[config.mk]
export PLATFORM = sky130hd
export DESIGN_NAME = integer_to_ascii_formatter
export DESIGN_NICKNAME = d
export VERILOG_FILES = /design/src/rtl/core/i2a_pkg.sv /design/src/rtl/core/i2a_dabble.sv /design/src/rtl/core/i2a_emit.sv /design/src/rtl/core/integer_to_ascii_formatter.sv
export SDC_FILE = /design/constraint.sdc
export NUM_CORES = 1
export LEC_CHECK = 0
export BUFFER_PORTS_ARGS = -buffer_cell sky130_fd_sc_hd__buf_4
export CORE_MARGIN = 3
export CORE_UTILIZATION = 45
export CTS_BUF_LIST = sky130_fd_sc_hd__clkbuf_16
export DETAILED_ROUTE_END_ITERATION = 16
export GPL_TIMING_DRIVEN = 0
export PLACE_DENSITY = 0.72
export SYNTH_ARGS = -nofsm -noshare
export SYNTH_HDL_FRONTEND = slang
export SYNTH_SLANG_ARGS = --single-unit
[constraint.sdc]
create_clock -name clock -period 4.3 [get_ports clock]
set_input_delay 0.215 -clock clock [delete_from_list [all_inputs] [get_ports clock]]
set_output_delay 0.215 -clock clock [all_outputs]
set_load 0.02 [all_outputs]
[src/rtl/core/i2a_pkg.sv]
// shared types, constants and glyph lookup for the integer to ascii formatter
package i2a_pkg;

   localparam int VALUE_W  = 32;
   localparam int DIGIT_W  = 4;
   localparam int BCD_DIGITS = 10;
   localparam int BCD_W    = BCD_DIGITS * DIGIT_W;
   localparam int WIDTH_W  = 6;
   localparam int NDIG_W   = 4;
   localparam int CHAR_W   = 8;
   localparam int BIT_CNT_W = 5;

   localparam logic [CHAR_W-1:0] CHAR_ZERO  = 8'h30;
   localparam logic [CHAR_W-1:0] CHAR_MINUS = 8'h2D;
   localparam logic [CHAR_W-1:0] CHAR_ALPHA = 8'h41;

   localparam logic CONV_DEC = 1'b0;
   localparam logic CONV_HEX = 1'b1;

   // load command from the top level to the character sequencer
   typedef struct packed {
      logic               load;
      logic               neg;
      logic [BCD_W-1:0]   digits;
      logic [WIDTH_W-1:0] width;
   } emit_cmd_type;

   // ascii glyph of one digit, 0-9 then A-F
   function automatic logic [CHAR_W-1:0] glyph(input logic [DIGIT_W-1:0] d);
      logic [CHAR_W-1:0] g;
      if (d < 4'd10) begin
         g = CHAR_ZERO + {4'b0, d};
      end else begin
         g = CHAR_ALPHA + {4'b0, d} - 8'd10;
      end
      return g;
   endfunction

endpackage

[src/rtl/core/i2a_dabble.sv]
// bit-serial binary to bcd converter, one magnitude bit per cycle
module i2a_dabble (
   input  logic                            clock,
   input  logic                            reset,
   input  logic                            load,
   input  logic [i2a_pkg::VALUE_W-1:0]     magnitude,
   output logic [i2a_pkg::BCD_W-1:0]       bcd,
   output logic                            done
);

   logic [i2a_pkg::VALUE_W-1:0]   bin_ff, bin_in;
   logic [i2a_pkg::BCD_W-1:0]     bcd_ff, bcd_in;
   logic [i2a_pkg::BIT_CNT_W-1:0] cnt_ff, cnt_in;
   logic                          run_ff, run_in;
   logic                          done_ff, done_in;
   logic [i2a_pkg::BCD_W-1:0]     adj;

   // add three to every bcd digit of five or more before the shift
   always_comb begin
      for (int k = 0; k < i2a_pkg::BCD_DIGITS; k++) begin
         if (bcd_ff[k*4 +: 4] >= 4'd5) begin
            adj[k*4 +: 4] = bcd_ff[k*4 +: 4] + 4'd3;
         end else begin
            adj[k*4 +: 4] = bcd_ff[k*4 +: 4];
         end
      end
   end

   // shift sequencing
   always_comb begin
      bin_in  = bin_ff;
      bcd_in  = bcd_ff;
      cnt_in  = cnt_ff;
      run_in  = run_ff;
      done_in = 1'b0;
      if (load) begin
         bin_in = magnitude;
         bcd_in = '0;
         cnt_in = '0;
         run_in = 1'b1;
      end else if (run_ff) begin
         bin_in = {bin_ff[i2a_pkg::VALUE_W-2:0], 1'b0};
         bcd_in = {adj[i2a_pkg::BCD_W-2:0], bin_ff[i2a_pkg::VALUE_W-1]};
         cnt_in = cnt_ff + 1'b1;
         if (cnt_ff == '1) begin
            run_in  = 1'b0;
            done_in = 1'b1;
         end
      end
   end

   always_ff @(posedge clock) begin
      if (reset) begin
         run_ff  <= 1'b0;
         done_ff <= 1'b0;
         cnt_ff  <= '0;
      end else begin
         run_ff  <= run_in;
         done_ff <= done_in;
         cnt_ff  <= cnt_in;
      end
      bin_ff <= bin_in;
      bcd_ff <= bcd_in;
   end

   assign bcd  = bcd_ff;
   assign done = done_ff;

endmodule

[src/rtl/core/i2a_emit.sv]
// character sequencer: strips leading zero digits, then sends sign, padding and digits
module i2a_emit #(
   parameter int MAX_DIGITS = 49
) (
   input  logic                          clock,
   input  logic                          reset,
   input  i2a_pkg::emit_cmd_type         cmd,
   output logic                          done,
   output logic                          active,
   output logic                          strobe,
   output logic [i2a_pkg::CHAR_W-1:0]    character,
   output logic                          last
);

   localparam logic [i2a_pkg::WIDTH_W-1:0] MaxWidth = i2a_pkg::WIDTH_W'(MAX_DIGITS);

   typedef enum logic [2:0] {
      E_IDLE = 3'b001,
      E_NORM = 3'b010,
      E_OUT  = 3'b100
   } emit_state_type;

   emit_state_type                 state_ff, state_in;
   logic [i2a_pkg::BCD_W-1:0]      dig_ff, dig_in;
   logic [i2a_pkg::NDIG_W-1:0]     ndig_ff, ndig_in;
   logic [i2a_pkg::WIDTH_W-1:0]    width_ff, width_in;
   logic [i2a_pkg::WIDTH_W-1:0]    pad_ff, pad_in;
   logic                           neg_ff, neg_in;
   logic                           strobe_ff, strobe_in;
   logic                           last_ff, last_in;
   logic [i2a_pkg::CHAR_W-1:0]     char_ff, char_in;
   logic                           done_in;
   logic [i2a_pkg::WIDTH_W-1:0]    wsat;
   logic [i2a_pkg::WIDTH_W-1:0]    ndig_ext;
   logic [i2a_pkg::DIGIT_W-1:0]    top_digit;

   assign wsat      = (width_ff > MaxWidth) ? MaxWidth : width_ff;
   assign ndig_ext  = {{(i2a_pkg::WIDTH_W-i2a_pkg::NDIG_W){1'b0}}, ndig_ff};
   assign top_digit = dig_ff[i2a_pkg::BCD_W-1 -: i2a_pkg::DIGIT_W];

   // sequencer
   always_comb begin
      state_in  = state_ff;
      dig_in    = dig_ff;
      ndig_in   = ndig_ff;
      width_in  = width_ff;
      pad_in    = pad_ff;
      neg_in    = neg_ff;
      strobe_in = 1'b0;
      last_in   = 1'b0;
      char_in   = char_ff;
      done_in   = 1'b0;
      case (state_ff)
         E_IDLE: begin
            if (cmd.load) begin
               dig_in   = cmd.digits;
               ndig_in  = i2a_pkg::NDIG_W'(i2a_pkg::BCD_DIGITS);
               width_in = cmd.width;
               neg_in   = cmd.neg;
               state_in = E_NORM;
            end
         end
         E_NORM: begin
            // drop one leading zero digit a cycle, keep at least one digit
            if (top_digit == '0 && ndig_ff > 4'd1) begin
               dig_in  = {dig_ff[i2a_pkg::BCD_W-i2a_pkg::DIGIT_W-1:0],
                          {i2a_pkg::DIGIT_W{1'b0}}};
               ndig_in = ndig_ff - 1'b1;
            end else begin
               pad_in   = (wsat > ndig_ext) ? wsat - ndig_ext : '0;
               state_in = E_OUT;
            end
         end
         E_OUT: begin
            strobe_in = 1'b1;
            if (neg_ff) begin
               char_in = i2a_pkg::CHAR_MINUS;
               neg_in  = 1'b0;
            end else if (pad_ff != '0) begin
               char_in = i2a_pkg::CHAR_ZERO;
               pad_in  = pad_ff - 1'b1;
            end else begin
               char_in = i2a_pkg::glyph(top_digit);
               dig_in  = {dig_ff[i2a_pkg::BCD_W-i2a_pkg::DIGIT_W-1:0],
                          {i2a_pkg::DIGIT_W{1'b0}}};
               ndig_in = ndig_ff - 1'b1;
               if (ndig_ff == 4'd1) begin
                  last_in  = 1'b1;
                  done_in  = 1'b1;
                  state_in = E_IDLE;
               end
            end
         end
         default: begin
            state_in = E_IDLE;
         end
      endcase
   end

   always_ff @(posedge clock) begin
      if (reset) begin
         state_ff  <= E_IDLE;
         strobe_ff <= 1'b0;
         last_ff   <= 1'b0;
      end else begin
         state_ff  <= state_in;
         strobe_ff <= strobe_in;
         last_ff   <= last_in;
      end
      dig_ff   <= dig_in;
      ndig_ff  <= ndig_in;
      width_ff <= width_in;
      pad_ff   <= pad_in;
      neg_ff   <= neg_in;
      char_ff  <= char_in;
   end

   assign done      = done_in;
   assign active    = (state_ff != E_IDLE);
   assign strobe    = strobe_ff;
   assign character = char_ff;
   assign last      = last_ff;

endmodule

[src/rtl/core/integer_to_ascii_formatter.sv]
// top level of the integer to ascii formatter
//
// Converts one 32-bit value per command into ASCII characters, most
// significant first. req_conversion selects signed decimal or unsigned
// uppercase hex; req_min_width sets the zero-padded digit count, which
// saturates at MAX_DIGITS and excludes the '-' sign.
// Command channel: a beat is taken at a clock edge with start high and busy
// low; busy stays high until the final character has been issued.
// Result channel: one character per cycle on rsp_character, marked by
// rsp_strobe, with rsp_last on the final character. The receiver cannot
// stall, so characters leave back to back once output begins.
// Sequence: decimal runs a bit-serial binary to bcd shift, hex skips it.
// Leading zero digits are then stripped one per cycle, keeping at least one
// digit, and characters follow at one per cycle.
// Reset (synchronous) returns every controller to idle and drops strobe.
module integer_to_ascii_formatter #(
   parameter int MAX_DIGITS = 49
) (
   input  logic                               clock,
   input  logic                               reset,
   input  logic                               start,
   output logic                               busy,
   input  logic [i2a_pkg::VALUE_W-1:0]        req_value,
   input  logic                               req_conversion,
   input  logic [i2a_pkg::WIDTH_W-1:0]        req_min_width,
   output logic                               rsp_strobe,
   output logic [i2a_pkg::CHAR_W-1:0]         rsp_character,
   output logic                               rsp_last
);

   typedef enum logic [2:0] {
      S_IDLE = 3'b001,
      S_CONV = 3'b010,
      S_EMIT = 3'b100
   } top_state_type;

   top_state_type                   state_ff, state_in;
   logic                            neg_ff, neg_in;
   logic [i2a_pkg::WIDTH_W-1:0]     width_ff, width_in;
   logic                            accept;
   logic                            req_neg;
   logic [i2a_pkg::VALUE_W-1:0]     req_mag;
   logic [i2a_pkg::BCD_W-1:0]       bcd;
   logic                            conv_done;
   logic                            emit_done;
   logic                            emit_active;
   logic                            dabble_load;
   i2a_pkg::emit_cmd_type           cmd;

   assign accept  = start && !busy;
   assign req_neg = (req_conversion == i2a_pkg::CONV_DEC) && req_value[i2a_pkg::VALUE_W-1];
   assign req_mag = req_neg ? (~req_value + 1'b1) : req_value;
   assign dabble_load = accept && (req_conversion == i2a_pkg::CONV_DEC);

   // emit command: hex goes straight in, decimal after the bcd shift
   always_comb begin
      cmd = '0;
      if (accept && req_conversion == i2a_pkg::CONV_HEX) begin
         cmd.load   = 1'b1;
         cmd.neg    = 1'b0;
         cmd.digits = {{(i2a_pkg::BCD_W-i2a_pkg::VALUE_W){1'b0}}, req_value};
         cmd.width  = req_min_width;
      end else if (conv_done) begin
         cmd.load   = 1'b1;
         cmd.neg    = neg_ff;
         cmd.digits = bcd;
         cmd.width  = width_ff;
      end
   end

   // command controller
   always_comb begin
      state_in = state_ff;
      neg_in   = neg_ff;
      width_in = width_ff;
      case (state_ff)
         S_IDLE: begin
            if (accept) begin
               neg_in   = req_neg;
               width_in = req_min_width;
               state_in = (req_conversion == i2a_pkg::CONV_HEX) ? S_EMIT : S_CONV;
            end
         end
         S_CONV: begin
            if (conv_done) begin
               state_in = S_EMIT;
            end
         end
         S_EMIT: begin
            if (emit_done) begin
               state_in = S_IDLE;
            end
         end
         default: begin
            state_in = S_IDLE;
         end
      endcase
   end

   always_ff @(posedge clock) begin
      if (reset) begin
         state_ff <= S_IDLE;
      end else begin
         state_ff <= state_in;
      end
      neg_ff   <= neg_in;
      width_ff <= width_in;
   end

   assign busy = (state_ff != S_IDLE);

   i2a_dabble u_dabble (
      .clock     (clock),
      .reset     (reset),
      .load      (dabble_load),
      .magnitude (req_mag),
      .bcd       (bcd),
      .done      (conv_done)
   );

   i2a_emit #(
      .MAX_DIGITS (MAX_DIGITS)
   ) u_emit (
      .clock     (clock),
      .reset     (reset),
      .cmd       (cmd),
      .done      (emit_done),
      .active    (emit_active),
      .strobe    (rsp_strobe),
      .character (rsp_character),
      .last      (rsp_last)
   );

   // a character that is not the final one means the command is still open
   assert property (@(posedge clock) disable iff (reset)
      rsp_strobe && !rsp_last |-> busy)
      else $error("non-final character issued while idle");

   // the final character is not directly followed by another character
   assert property (@(posedge clock) disable iff (reset)
      rsp_strobe && rsp_last |=> !rsp_strobe)
      else $error("character issued after the final one");

   // the sequencer stays idle while the bcd shift runs
   assert property (@(posedge clock) disable iff (reset)
      state_ff == S_CONV |-> !emit_active && !rsp_strobe)
      else $error("sequencer active during conversion");

   // a fresh command never meets a character in the following cycle
   assert property (@(posedge clock) disable iff (reset)
      accept |=> !rsp_strobe)
      else $error("character right after a new command");

endmodule
* Word-level counts from Yosys, hierarchy flattened
Index checks and enable logic that the tools add are counted.
Word-level totals: register bits 159, input bits 42, output and inout bits 11, word-level logic and storage cells 149
Cells by class: add/subtract/negate cells 18, $lt $le $gt $ge 14, equality and inequality tests 19, multiplexer cells 55, bitwise operators 3, reductions and logical operators 22
Operators by type and width (number):
- $mux W40 | 4
- $pmux W40 S3 | 1
- $mux W32 | 3
- $mux W48 | 2
- $mux W4 | 13
- $ge A4 B3 Y1 const B | 10
- $add A4 B2 Y4 const B | 9
- $add A32 B1 Y32 const B | 1
- $not A32 Y32 | 1
- $mux W3 | 10
- $mux W6 | 5
- $pmux W3 S3 | 2
- $ne A2 B2 Y1 const B | 6
- $pmux W4 S3 | 1
- $pmux W6 S2 | 1
- $mux W1 | 10
- $reduce_and A5 Y1 | 2
- $add A7 B4 Y8 const A | 1
- $mux W8 | 1
- $ne A2 B1 Y1 const B | 4
- $sub A8 B4 Y8 const B | 1
- $add A6 B4 Y7 const A | 1
- $eq A3 B1 Y1 const B | 2
- $eq A3 B2 Y1 const B | 2
- other kinds (27) | 38

* Longest topological paths before layout
Gate-level depths: netlist of run 1.
word-level depth 7, depth in mapped cells 11, gate-level depth less buffers 11

* Modules after synthesis
Synthesis of run 1 repeated with hierarchy kept, for this count alone.
Second synthesis, totals: cell total of the unflattened synthesis 905, area total of the unflattened synthesis 9113.7 um2
By module, submodules not included:
- i2a_dabble | instances 1, cells an instance 398, area an instance 4077.7 um2, sequential area each 1901.8 um2
- i2a_emit | instances 1, cells an instance 239, area an instance 3319.4 um2, sequential area each 2021.9 um2
- integer_to_ascii_formatter | instances 1, cells an instance 268, area an instance 1716.6 um2, sequential area each 270.3 um2

* Least setup slack after synthesis of run 1
Ideal clock, no wire load.
kind reg2reg, from register u_emit.pad_ff[0] (netlist name), to register u_emit.dig_ff[0] (netlist name), enable pin, library setup time 0.460 ns, data arrival time 3.503 ns, data required time 3.840 ns, path slack 0.337 ns, cell stages (with the launch flop) 7, buffers on the path 0, period minus slack after synthesis 3.963 ns, path through edfxtp_1 -> inv_1 -> ha_1 -> or3b_4 -> nor4_1 -> nand2_1 -> a21oi_1
Between the ends: word-level cells in the longest chain between the ends 3
Ends and longest elaborated chain:
- start: declaration | line i2a_emit.sv:27 | logic [i2a_pkg::WIDTH_W-1:0] pad_ff, pad_in;
- start signal: assignment | line i2a_emit.sv:113 | pad_ff <= pad_in;
- $reduce_bool A6 Y1 | line i2a_emit.sv:79 | end else if (pad_ff != '0) begin
- $ne A2 B2 Y1 (no source line)
- $reduce_and A5 Y1 (no source line)
- end signal: assignment | line i2a_emit.sv:110 | dig_ff <= dig_in;
- end: declaration | line i2a_emit.sv:24 | logic [i2a_pkg::BCD_W-1:0] dig_ff, dig_in;
No other way between the ends. A chain may end at the register's enable or synchronous reset.

* Worst setup path in the final report of run 1
from register u_emit.width_ff[5] (netlist name), to register u_emit.pad_ff[5] (netlist name) (data pin)
Between the ends: word-level cells in the longest chain between the ends 6, elaborated cells between the ends (all ways) 7, those cells by class add/sub (1); order compare (2); mux (4)
Ends and longest elaborated chain:
- start: declaration | line i2a_emit.sv:26 | logic [i2a_pkg::WIDTH_W-1:0] width_ff, width_in;
- start signal: assignment | line i2a_emit.sv:112 | width_ff <= width_in;
- $gt A6 B6 Y1 | line i2a_emit.sv:37 | assign wsat = (width_ff > MaxWidth) ? MaxWidth : width_ff;
- $mux W6 * | line i2a_emit.sv:37
- $sub A6 B4 Y6 / $gt A6 B4 Y1 (equally long branches) | line i2a_emit.sv:70 | pad_in = (wsat > ndig_ext) ? wsat - ndig_ext : '0;
- $mux W6 * | line i2a_emit.sv:70
- $mux W6 * | line i2a_emit.sv:65 | if (top_digit == '0 && ndig_ff > 4'd1) begin
- $pmux W6 S2 * | line i2a_emit.sv:53 | case (state_ff)
- named net u_emit.pad_in, one bit | line i2a_emit.sv:27
Mark *: on every way through the listed nets, which the timed path passes. The rest lies on a longest branch. The select of a mux whose other input is x is not followed.

==> results of run 1 <==
-- cells in the mapped netlist (6+ instances only) --
cell                       instances
sky130_fd_sc_hd__ha_1             32
sky130_fd_sc_hd__nand3_1          52
sky130_fd_sc_hd__dfxtp_1          55
sky130_fd_sc_hd__inv_1            40
sky130_fd_sc_hd__o21ai_0          56
sky130_fd_sc_hd__a31oi_1          31
sky130_fd_sc_hd__mux2i_1          31
sky130_fd_sc_hd__nor2_1           87
sky130_fd_sc_hd__nor3b_1           9
sky130_fd_sc_hd__clkbuf_1         28
sky130_fd_sc_hd__a21oi_1          44
sky130_fd_sc_hd__o31ai_1          11
sky130_fd_sc_hd__xnor2_1          26
sky130_fd_sc_hd__nor3_1           21
sky130_fd_sc_hd__o21ai_1           7
sky130_fd_sc_hd__nand2_1         119
sky130_fd_sc_hd__nand2b_1         23
sky130_fd_sc_hd__nand4_1           6
sky130_fd_sc_hd__o41ai_2           7
sky130_fd_sc_hd__xor2_1           24
sky130_fd_sc_hd__buf_2            16
sky130_fd_sc_hd__a211oi_1          9
sky130_fd_sc_hd__edfxtp_1        103
-- cells by family (layout without fill, tap and decap cells) --
kind of cell | Yosys count | in the layout
AND/OR/NAND/NOR | 348 | 348
XOR/XNOR | 50 | 50
flip-flops | 158 | 158
adder cells (fa/ha/maj) | 33 | 33
AO/OA/AOI/OAI | 191 | 191
multiplexers | 31 | 31
buffers and inverters | 92 | 183
other | 1 | 1
-- registers in the layout, summed over array words and instances (netlist names) --
name              count
u_dabble.cnt_ff       5
u_emit.last           1
u_emit.state_ff       3
u_dabble.run_ff       1
u_dabble.done         1
u_emit.neg_ff         1
u_emit.ndig_ff        4
u_emit.width_ff       6
u_emit.strobe         1
state_ff              3
u_emit.dig_ff        40
neg_ff                1
u_dabble.bcd         40
u_emit.character      7
width_ff              6
u_dabble.bin_ff      32
u_emit.pad_ff         6
-- layer usage --
metal | part of all wire [%] | routed length [microns] | GRT usage [%] | vias to the layer above
met5 | 0.062 | 13 | 0 | -
met4 | 2.0 | 427 | 6.431 | 2
met3 | 7.0 | 1482 | 4.431 | 41
met2 | 47 | 9913 | 33.33 | 282
met1 | 44 | 9188 | 28.47 | 3318
li1 | - | - | - | 3377
-- layout by cell type, fill, tap and decap left out, drive strengths merged, types with 10 or more instances in the layout --
cell type,synthesis,layout
a21oi,44,44
a31oi,31,31
buf,23,75
clkbuf,28,47
dfxtp,55,55
edfxtp,103,103
ha,32,32
inv,41,49
mux2i,31,31
nand2,120,120
nand2b,23,23
nand3,53,53
nor2,87,87
nor3,24,24
nor3b,10,10
o21ai,63,63
o31ai,11,11
xnor2,26,26
xor2,24,24
-- path summary, 6_finish.rpt --
path                            from               end  cells past startpoint  slack, ns
setup / recovery  u_emit.width_ff[5]  u_emit.pad_ff[5]                     11       1.37
setup reg to reg  u_emit.width_ff[5]  u_emit.pad_ff[5]                     11       1.37
hold / removal        req_conversion       state_ff[2]                      3       0.12
hold reg to reg     u_dabble.bcd[39]  u_dabble.bcd[39]                      2       0.48
-- report_power, final --
group / switching, mW / leakage, nW / internal [mW]
Combinational: 0.579 / 2.03 / 0.439
Sequential: 0.207 / 1.43 / 1.90
Clock: 0.604 / 0.288 / 0.787
-- final cells by class --
type / count / share of cell area [%]
Timing Repair Buffer: 59 / 4.836
Sequential cell: 158 / 42.21
Multi-Input combinational cell: 654 / 40.86
Tap cell: 229 / 2.884
Buffer: 51 / 2.279
Clock inverter: 13 / 0.5919
Clock buffer: 19 / 4.785
Inverter: 41 / 1.549
-- critical path, cell delays in order, from the launching register on --
cell and delay (ns):
sky130_fd_sc_hd__edfxtp_1 0.44, sky130_fd_sc_hd__nand2_1 0.14, sky130_fd_sc_hd__nor2_1 0.05, sky130_fd_sc_hd__nor2_1 0.11, sky130_fd_sc_hd__ha_1 0.17, sky130_fd_sc_hd__inv_1 0.06, sky130_fd_sc_hd__fa_1 0.43, sky130_fd_sc_hd__a21o_1 0.19
sky130_fd_sc_hd__a21oi_1 0.21, sky130_fd_sc_hd__a41oi_1 0.07, sky130_fd_sc_hd__o31ai_1 0.57, sky130_fd_sc_hd__o22ai_1 0.19
==> implementation parameters, run 1 <==
Parameter                              Value

Clock tree
  Clock Sinks    158
  Total CTS buffers    17
  H-tree levels    4
  Root buffer cell    sky130_fd_sc_hd__clkbuf_16
  Total of hold buffers inserted after clock tree synthesis    7
  Clock latency on the worst-skew pair    0.43 ns
  Reg clk slew, reported paths    around 0.07 ns
  Clock tree from TritonCTS    done
  Post-CTS sizing    0
  Post-CTS Setup Inserts    0
  Bufs on Longest Clock Path    2

Synth
  Mapped cell area    about 8600 sq um
  Synthesized area divided by synthesized cell count    9.536 sq um
  Compound-gate portion of the synthesized area    between 10% and 20%
  Share of cell area taken by muxes after synthesis    between 3 and 4%
  Cell type with the highest aggregate area in the netlist    sky130_fd_sc_hd__edfxtp_1
  Leading post-synthesis cells by cell area    sky130_fd_sc_hd__edfxtp_1, sky130_fd_sc_hd__dfxtp_1, sky130_fd_sc_hd__nand2_1, sky130_fd_sc_hd__ha_1, sky130_fd_sc_hd__nor2_1
  Fraction of the mapped netlist area in adder cells    4.877%
  Simple logic cell fraction of the synthesized area    approximately a fifth
  Dominant combinational cell family by area after synthesis    simple AND/OR/NAND/NOR gates
  Post-Synthesis Cells    904
  Share of synthesized flip-flops with an asynchronous set or reset    0%
  Number of synthesized flops with an enable pin    roughly 100
  Synth Flop Type    sky130_fd_sc_hd__edfxtp_1
  Ys Warns    0
  Cell variety after synth    62
  Post-synthesis xor/xnor area fraction    5.080%
  Area share of the leading cell type in the synthesized netlist    about 36%
  Seq cells post-synth    158
  Post-Syn Nets    979
  Fraction of the yosys area taken by sequential cells    around half

Floorplanning
  Die Y-Extent    between 100 and 150 microns
  Initial core utilization    roughly 47%
  Row cnt    49
  I/O pin total    53
  Width of the chip    around 140 microns
  CORE AREA    roughly 18000 sq um
  Area enclosed by the die boundary    about 21000 sq um

Placed design
  Cell total after placement    roughly 1.2k
  Last weighted congestion value of the routability-driven placer    a little under 0.9
  Post-detail-place hpwl    between 10000 and 15000 microns
  Placed cell areas    9331 sq um
  Post-placement worst setup slack    around 1.4 ns
  Port buffer count    51

Global routing
  GRT Resource Usage Total    between 20% and 30%
  Number of global-route vias before repair    ~6.7k
  Global-route wire length before repair    34040 microns
  Total congestion overflow after global routing    0
  Pin count of the biggest net entering global routing    33
  Number of antenna violations at the first check in global routing    1

Setup path
  CP endpoint kind    flop
  Critical path startpoint category    flop
  Arrival time reported for the critical path endpoint    slightly above 3 ns
  Worst Setup Path Type    reg -> reg
  Required time at the endpoint of the critical path    about 4.5 ns
  Maximum fanout count along the critical path    5

Final layout
  Antenna diode count    0
  Reg area    ~4200 sq um
  Share of final-layout standard cells stronger than drive strength 1    12.36%
  Nets    between 1k and 1.5k
  Area occupied by multi-input gates    between 4000 and 5000 sq um
  Total non-filler cell area in the finished layout    9936 sq um
  Layout Utilization    a little over half
  Area growth from synthesis to layout    15.25%
  Non-filler instance count after layout    between 1k and 1.5k
  FILL cells    roughly 1.6k

Timing
  Fmax    0.3418 GHz
  Relative slew margins    a little over two fifths
  Transition at the pin with the smallest max-transition slack    0.8639 ns
  Setup TNS Final    0 ns
  Fin crit period    a little under 3 ns
  Count of endpoints failing setup in the final report    0
  Largest clock skew in the final design    a little over 0.009 ns
  Final Slew Violations    0
  Final period util    between 60 and 70%
  Final critical-path setup slack    roughly 1.4 ns
  Final hold slack    0.1230 ns
  Final Hold Vio Count    0
  Setup repair after global routing missed its margin    false

Pwr
  Design Power    4.513 mW
  Largest voltage drop on the vdd net    roughly 320 uV
  Pwr/cell area    ~450 nW/um^2
  Lkg Pwr    roughly 3.7 nW

Detailed routing
  Final WL    between 20000 and 25000 microns
  # DRC    0
  Initial detailed-routing violation count    547
  Via-to-Cell Ratio    5.735
  Initial DRT Pass Iterations    7
  Vias post-DR    roughly 7.0k
  Antenna-violating nets left    0
  Wire length per cell    between 15 and 20 microns

Status
  Run status    finished, final reports clean

Job
  Count of max-cap constraint violations    0

Min path
  Worst min-delay path class    in -> reg
Note: power is estimated with default switching activity, not from simulation.
==> run 2: changes to the inputs <==
==> constraint.sdc (replaced) <==
create_clock -name clock -period 2.85 [get_ports clock]
set_input_delay 0.1425 -clock clock [delete_from_list [all_inputs] [get_ports clock]]
set_output_delay 0.1425 -clock clock [all_outputs]
set_load 0.02 [all_outputs]
==> run 2 against run 1 <==
Net effect:
- wire length increased by 0.92%
- largest power group unchanged
- setup slack worse by 1.2 ns
- non-clock buffer count grew 1
- power increased by 55%
- flip-flop and latch count unchanged
==> implementation parameters, run 2 (same netlist as run 1, synthesis figures left out) <==
Parameter                              Value

Pwr
  Clock share of power    32.2%
  Largest voltage drop on the vdd net    ~520 uV
  Pwr/cell area    approximately 700 nW/um^2
  Internal portion of total power    a little under 5 mW
  Switching power total    2.178 mW
  Design Power    roughly 7.0 mW
  Share of total power in sequential cells    45.4%
  Power share of the combinational group    between 20 and 25%
  Lkg Pwr    between 3 and 4 nW
  Fraction of power spent switching nets    a little under a third

Setup path
  R2r endpoint    u_emit.dig_ff[25]
  R2R depth    6
  Maximum fanout count along the critical path    11
  Cell with the largest stage delay on the worst path    sky130_fd_sc_hd__a21oi_4
  Peak per-stage delay on the critical path    ~0.57 ns
  CP endpoint kind    flop
  Crit-path cells    inv_1, ha_1, or3b_4, nor4_1, nand2_1, a21oi_4
  Worst Setup Path Type    reg -> reg
  Arrival time reported for the critical path endpoint    between 2 and 3 ns
  Required time at the endpoint of the critical path    about 2.9 ns
  Reg-to-reg startpoint    u_emit.pad_ff[0]
  Setup slack of the most critical reg-to-reg path    0.15 ns
  Critical path startpoint category    flop

Clock tree
  Total CTS buffers    17
  H-tree levels    4
  Clock Sinks    between 150 and 200
  Reg clk slew, reported paths    around 0.070 ns
  Clock latency on the worst-skew pair    approximately 0.43 ns
  Root buffer cell    sky130_fd_sc_hd__clkbuf_16
  Clock tree from TritonCTS    done
  Bufs on Longest Clock Path    2

Final layout
  Most used cells in the layout excluding fill and tap cells    sky130_fd_sc_hd__nand2_1, sky130_fd_sc_hd__edfxtp_1, sky130_fd_sc_hd__nor2_1, sky130_fd_sc_hd__o21ai_0
  Antenna diode count    0
  Non-filler instance count after layout    ~1.2k
  Share of final-layout standard cells stronger than drive strength 1    between 10% and 20%
  Most common cell after layout, fill and taps aside    sky130_fd_sc_hd__nand2_1
  Nets    1061
  Area occupied by multi-input gates    a little over 4000 sq um
  Layout Utilization    a little over half
  FILL cells    ~1.6k
  Area growth from synthesis to layout    16.47%
  Reg area    ~4200 sq um

Placed design
  Post-placement worst setup slack    -0.3322 ns
  Port buffer count    approximately 50
  Cell total after placement    between 1k and 1.5k
  Last weighted congestion value of the routability-driven placer    about 0.9
  Post-detail-place hpwl    between 10000 and 15000 microns

Detailed routing
  Wire length per cell    17.28 microns
  Final WL    roughly 21000 microns
  Initial DRT Pass Iterations    5
  Via-to-Cell Ratio    between 5 and 6
  Antenna-violating nets left    0
  # DRC    0
  Initial detailed-routing violation count    between 600 and 700
  Vias post-DR    roughly 7k

Min path
  End point of the worst hold path    state_ff[2]
  Number of cells traversed by the worst hold path    3
  Worst min-delay path class    in -> reg
  Hold path startpoint    req_conversion

Floorplanning
  Die Y-Extent    144.4 microns
  CORE AREA    roughly 18000 sq um
  Area enclosed by the die boundary    20850 sq um
  Width of the chip    roughly 140 microns
  Row cnt    approximately 50
  Initial core utilization    46.87%
  I/O pin total    53

Global routing
  Grt met2 use    between 30% and 40%
  GRT Resource Usage Total    20.53%
  Pin count of the biggest net entering global routing    33
  Layer with the highest usage after global routing    met2
  Number of antenna violations at the first check in global routing    0
  Grt met3 use    under 10%
  Global-route wire length before repair    around 34000 microns
  Number of global-route vias before repair    ~6.6k
  Total congestion overflow after global routing    0
  Grt met1 use    approximately 28%

Timing
  Relative slew margins    between 30% and 40%
  Fin crit period    between 2 and 3 ns
  Final Slew Violations    0
  Transition at the pin with the smallest max-transition slack    0.9750 ns
  Final Hold Vio Count    0
  Largest clock skew in the final design    0.01226 ns
  Setup TNS Final    0 ns
  Count of endpoints failing setup in the final report    0
  Final critical-path setup slack    0.1524 ns
  Final period util    a little over nine tenths
  Setup repair after global routing missed its margin    false
  Fmax    about 0.37 GHz

Status
  Run status    finished, final reports clean

Job
  Count of max-cap constraint violations    0
[run 2: critical path, delay by kind of cell (launching register included)]
family,cells,cell delay (ns)
flip-flops,1,0.41
AND/OR/NAND/NOR,3,1.10
adder cells (fa/ha/maj),1,0.17
buffers and inverters,1,0.08
AO/OA/AOI/OAI,1,0.57
[run 2: cell type report]
class                      instances  area share, %
inverter                          41          1.533
buffer                            51          2.255
sequential                       158          41.77
tap                              229          2.854
timing repair buffer              60          4.660
clock buffer                      19          4.735
multi-input combinational        657          41.15
clock inverter                    13          1.047
[run 2: how the worst max path moves through the flow]
stage | startpoint | to | slack (ns)
5_1_grt | u_emit.width_ff[2] | u_emit.pad_ff[5] | 0.004
6_report | u_emit.pad_ff[0] | u_emit.dig_ff[25] | 0.15
4_1_cts | state_ff[0] | u_emit.dig_ff[25] | 0.10
2_1_floorplan | u_emit.pad_ff[0] | u_emit.dig_ff[0] | 0.28
3_3_place_gp | state_ff[0] | u_emit.dig_ff[18] | -0.30
3_5_place_dp | state_ff[0] | u_emit.dig_ff[18] | -0.33
[run 2: what timing repair did]
item,in CTS,in global routing
resized for setup,2,5
pin swaps,0,1
buffers inserted,0,2
cloned,1,2
hold buffers,7,0
endpoints found under the hold margin,17,0
endpoints found under the setup margin,49,49
[run 2: metal layers]
metal  part of all wire, %  wire length [microns]  vias to the layer above
li1                      -                      -                     3382
met1                    44                   9316                     3337
met2                    47                   9981                      260
met3                   7.2                   1520                       36
met4                   1.9                    399                        0
met5                     0                      0                        -
[run 2: power groups by stage]
stage / registers (mW) / logic [mW] / clock network (mW)
6_report: 3.18 / 1.57 / 2.26
5_1_grt: 3.23 / 1.76 / 2.38
4_1_cts: 3.17 / 1.53 / 2.27
3_5_place_dp: 3.22 / 1.49 / 0
3_3_place_gp: 3.21 / 1.44 / 0
2_1_floorplan: 3.13 / 1.14 / 0
[run 2: stage by stage]
| step | instance area (sq um) | hold slack (ns) |
|---|---|---|
| 2_1_floorplan | 8632 | 0.2146 |
| 3_3_place_gp | 9301 | 0.3324 |
| 3_5_place_dp | 9304 | 0.3319 |
| 4_1_cts | 9976 | 0.02504 |
| 5_1_grt | 10040 | 0.03643 |
| 6_report | 10040 | 0.03167 |
